<file path="src/hdl/rsd_ram.sv">
`timescale 1ns / 1ps
// ----------------------------------------------------------------------------
// Generic simple dual-port RAM
// One write port and one read port; read data is registered.
// ----------------------------------------------------------------------------
module rsd_ram #(
   parameter int WIDTH = 32,
   parameter int DEPTH = 64
) (
   input  logic                                         clock,
   input  logic                                         wr_en,
   input  logic [(DEPTH > 1 ? $clog2(DEPTH) : 1)-1:0]   wr_addr,
   input  logic [WIDTH-1:0]                             wr_data,
   input  logic                                         rd_en,
   input  logic [(DEPTH > 1 ? $clog2(DEPTH) : 1)-1:0]   rd_addr,
   output logic [WIDTH-1:0]                             rd_data
);

   logic [WIDTH-1:0] mem_ff [DEPTH];
   logic [WIDTH-1:0] rd_data_ff;

   // Write port, and a read port that returns the old contents on a collision.
   always_ff @(posedge clock) begin
      if (wr_en) begin
         mem_ff[wr_addr] <= wr_data;
      end
      if (rd_en) begin
         rd_data_ff <= mem_ff[rd_addr];
      end
   end

   assign rd_data = rd_data_ff;

endmodule
</file>
<file path="config.mk">
export PLATFORM = sky130hd
export DESIGN_NAME = rsd_ram
export DESIGN_NICKNAME = d
export VERILOG_FILES = /design/src/hdl/rsd_ram.sv
export SDC_FILE = /design/constraint.sdc
export NUM_CORES = 2
export LEC_CHECK = 0
export ABC_AREA = 0
export ABC_CLOCK_PERIOD_IN_PS = 4400
export BUFFER_PORTS_ARGS = -buffer_cell sky130_fd_sc_hd__buf_4
export CAP_MARGIN = 40
export CORE_ASPECT_RATIO = 1.1
export CORE_MARGIN = 3
export CORE_UTILIZATION = 45
export DETAILED_ROUTE_END_ITERATION = 6
export GPL_TIMING_DRIVEN = 1
export PLACE_DENSITY = 0.71
export SYNTH_ARGS = -nofsm -noshare
export SYNTH_HDL_FRONTEND = slang
export SYNTH_SLANG_ARGS = --single-unit
</file>
<file path="constraint.sdc">
create_clock -name clock -period 4.4 [get_ports clock]
set_input_delay 0.22 -clock clock [delete_from_list [all_inputs] [get_ports clock]]
set_output_delay 0.22 -clock clock [all_outputs]
set_load 0.05 [all_outputs]
</file>
# Word level (Yosys, flattened, before mapping)
# Memory sizes are Yosys's and may differ from the RTL's. A register that Yosys moved wholly into a read port is not among the register bits.
# Index checks and enable logic that the tools add are counted.
dict set report totals {
  reg_bits 0
  latchBits 0
  ramBits 2048
  rom_bits 0
  input_bits 47
  out_inout_bits 32
  elab_cells 3
  n_memories 1
}
dict set report op_classes {
  add_sub_neg 0
  mul 0
  div_mod_pow 0
  magnitude_cmp 0
  n_eq_ne 0
  shifts 0
  n_mux 2
  bitwise 0
  reduce_logical 0
}
# name words width rd rd_clocked_by_memory_dff wr line
set mem_list {}
lappend mem_list {mem_ff 64 32 1 1 1 19} ;# logic [WIDTH-1:0] mem_ff [DEPTH];
# cell n
set op_table {}
lappend op_table {{1-bit 2-to-1 mux} 2}

# Depth between registers and ports, before layout
dict set report depth {
  depth_word 2
  ltp_mapped 10
}

# Worst setup path before layout
# OpenSTA, ideal clock, no wires.
dict set report synth_timing {
  path_kind {input -> register}
  from {in wr_addr[3] (netlist bit)}
  to {mem mem_ff[48][0] (enable)}
  setup_time_ns 0.461
  t_arrival_ns 2.919
  required_ns 3.939
  slack_ns 1.020
  stages 4
  n_path_buf 1
  cell_sequence {clkbuf_1 -> nor2b_1 -> nand4b_1 -> nor3_1}
}
# element line
set synth_rtl {}
lappend synth_rtl {{start, declared} 12} ;# input logic [(DEPTH > 1 ? $clog2(DEPTH) : 1)-1:0] wr_addr,
lappend synth_rtl {{end, declared} 19}
# Straight into the memory's write port.

# Final worst setup path
dict set report layout_timing {
  from {in wr_addr[1] (netlist bit)}
  to {mem mem_ff[59][14] (enable)}
}
# Straight into the memory's write port.

==> impl_metrics.py <==
metrics = {
    "cts": {
        "clock_latency_ps": 810,
        "ctsLongestPathBuffers": 3,
        "cts-htree-levels": 4,
        "cts_setup_buffers": 0,
        "clkTransAtPathRegs_ps": 60,
        "cts.sinks": 2080,
        "cts_tree": "built",
        "numCtsBuffers": 187,
        "cts_root_buffer": "clkbuf_16",
    },
    "global_route": {
        "grt_pass1_wl_um": 284000,
        "met1_usage_pct": 31.1,
        "gr-usage-met3_pct": 5.13,
        "busiest_layer": "met2",
        "grt_overflow": 0,
        "use_met2_pct": 35.0,
        "grt_max_degree": 78,
        "track_usage_pct": 22.3,
        "grt_pass1_vias": 37400,
        "antenna_found_initial": 17,
    },
    "worst_setup_path": {
        "cpPeakStageDelay_ps": 880,
        "cpMaxStageDelayCell": "nor2_4",
        "start_kind": "input pin",
        "cp.required_ps": 4850,
        "criticalPathCategory": "in2reg",
        "endpoint_kind": "flip-flop",
        "arrival_ps": 3420,
        "crit_chain": "dlygate4sd3_1, buf_4, nor2b_1, nand3_1, nor2_4, buf_4",
        "cp_num_buf_inv": 3,
        "cp_top_family": "simple AND/OR/NAND/NOR gates",
        "crit_fanout": 18,
        "cpMostUsedCell": "buf_4",
    },
    "timing": {
        "rsz0062_at_grt": "no",
        "drv_slew": 0,
        "max_freq_mhz": 337,
        "finalCriticalPeriod_ps": 2970,
        "slew_headroom_pct": 35.7,
        "finalCritPeriodShare_pct": 67.5,
        "timing.setup.tns_ps": 0,
        "clock_skew_ps": 33.4,
        "worstMarginPinSlew_ps": 964,
        "hold_viol": 0,
        "setup_viol": 0,
    },
    "placed_design": {
        "routabilityCongestion": 0.800,
        "place_hpwl_um": 115000,
        "dp_cells": 5663,
        "portBuffers": 78,
    },
    "logic_synthesis": {
        "yosys.area_share.simple_pct": 1.26,
        "synth-compound-area-share_pct": 1.67,
        "async_flop_share_pct": 0,
        "synth_flop_cell": "edfxtp_1",
        "synthMuxAreaShare_pct": 16.7,
        "synth_area_leaders": "edfxtp_1 (79%), mux4_2 (16%), mux2i_1 (1.2%), o22ai_1 (0.67%), nor2_1 (0.65%)",
        "ys_top_cells_by_count": "edfxtp_1 (2080), mux4_2 (544), nor2_1 (137)",
        "ys_ff_latch": 2080,
        "synth_nets": 3371,
        "syn_inst": 3324,
        "yosysTopAreaCellShare_pct": 79.2,
        "synthAdderAreaFrac_pct": 0,
        "synth_cell_type_count": 33,
        "avgSynthCellArea_um2": 23.7,
        "synth.largest_area_cell": "edfxtp_1",
        "ys_warn_count": 0,
        "synth_xor_area_share_pct": 0,
        "seq_area_frac_synth_pct": 79.2,
        "synth_top_family_by_area": "multiplexers",
        "synth_edf_count": 2080,
        "yosysMostFrequentCell": "edfxtp_1",
        "syn_area_mm2": 0.0788,
    },
    "layout": {
        "area_growth_pct": 14.0,
        "finalNonFillerCells": 6049,
        "drive_gt1_share_pct": 30.1,
        "post-route-util_pct": 51.8,
        "multiInputGateArea_mm2": 0.0160,
        "fill_cells": 12900,
        "seqCellArea_mm2": 0.0625,
        "fin_nets": 3664,
    },
    "floorplanning": {
        "die_h_um": 445,
        "dieArea_mm2": 0.180,
        "fp-row-count": 160,
        "io_pins": 79,
        "start_util_pct": 45.4,
        "coreArea_mm2": 0.174,
        "die_x_um": 405,
    },
    "routing": {
        "wl_per_cell_um": 33.0,
        "drt_iter0_drc": 5334,
        "detail-route-antenna-nets": 0,
        "drc": 0,
        "avgViaCountPerCell": 6.22,
        "vias": 37600,
        "wirelength_um": 199000,
        "drt_first_pass_iters": 5,
    },
    "power": {
        "irDropWorstVdd_mv": 0.411,
        "total_power_w": 0.0401,
        "power_density_mw_per_mm2": 446,
        "p_leak_nw": 27.8,
    },
    "worst_hold_path": {
        "worstHoldPathType": "in2reg",
    },
    "run_status": {
        "status": "finished, final reports clean",
    },
    "flow_run": {
        "max_cap_viol_count": 0,
    },
}
path summary, 6_finish.rpt:
| check | endpoint | slack (ps) | from | depth (start not counted) |
|---|---|---|---|---|
| setup / recovery | mem_ff[59][14] | 1430 | wr_addr[1] | 6 |
| hold / removal | mem_ff[28][6] | 50 | wr_data[6] | 1 |
| setup reg to reg | rd_data[30] | 1920 | mem_ff[17][30] | 4 |
| hold reg to reg | rd_data[17] | 910 | mem_ff[12][17] | 4 |
placed cells by master, fill, tap and decap left out, types with 3 or more instances in the layout:
master,count
nand2_1,25
buf_8,4
a41o_1,4
diode_2,13
or3_1,3
a311oi_1,8
mux2i_1,93
o221ai_1,27
dlygate4sd3_1,32
nor3_1,5
buf_4,218
nand2b_1,8
o32ai_1,4
nand3_1,5
inv_6,6
clkinv_1,46
and3_1,4
nor2_1,75
buf_12,28
a22oi_1,12
bufinv_16,15
nor2b_1,15
clkbuf_1,28
nand3b_1,5
edfxtp_1,2080
buf_16,3
clkinv_8,3
nor2_4,62
or3b_2,3
clkinvlp_4,10
clkinv_4,3
mux4_2,544
clkbuf_16,190
a21oi_1,62
clkinv_2,39
o22ai_1,84
metrics by stage:
| stage | cell area (um2) | hold slack, ps | setup slack, ps |
|---|---|---|---|
| CTS | 89800 | 2.58 | 1630 |
| finish | 89800 | 50.9 | 1430 |
| global placement | 83300 | 640 | 872 |
| floorplan | 78800 | 319 | 1020 |
| global route | 89800 | 38.8 | 1430 |
| detailed placement | 83600 | 648 | 810 |
metal layers:
layer	vias to the layer above	wire (um)
li1	14900	-
met1	20100	74000
met2	2293	96000
met3	337	22600
met4	4	6840
met5	-	27
worst reg2reg max path, delay by kind of cell, from the launching register on:
kind	cells	cell delay [ps]
AND/OR/NAND/NOR	1	210
flip-flops	1	430
multiplexers	2	1010
AO/OA/AOI/OAI	1	520
flip-flops by register name (all words and copies together) (netlist names):
register	flops
rd_data	32
mem_ff	2048
cell families after synthesis:
logic type	count (synthesis)
AO/OA/AOI/OAI	202
multiplexers	637
AND/OR/NAND/NOR	223
flip-flops	2080
buffers and inverters	182
power breakdown:
part           internal (W)  leakage, nW  total, W  switching, W
clock network       0.00877         2.87    0.0158       0.00705
logic              0.000782         6.22   0.00216       0.00138
registers            0.0220         18.7    0.0221     0.0000918
repair_timing:
item	4_1_cts	5_1_grt
endpoints found under the setup margin	0	0
endpoints found under the hold margin	1230	0
hold buffers	32	0
resized for setup	0	0
cell type report:
type                       instances  share of cell area, %
sequential                      2080                   69.5
clock buffer                     218                   5.41
timing repair buffer             286                   2.97
tap                             2268                   3.16
clock inverter                   122                   1.14
antenna                           13                 0.0362
multi-input combinational       1062                   17.8
(Power assumes the default switching activity.)
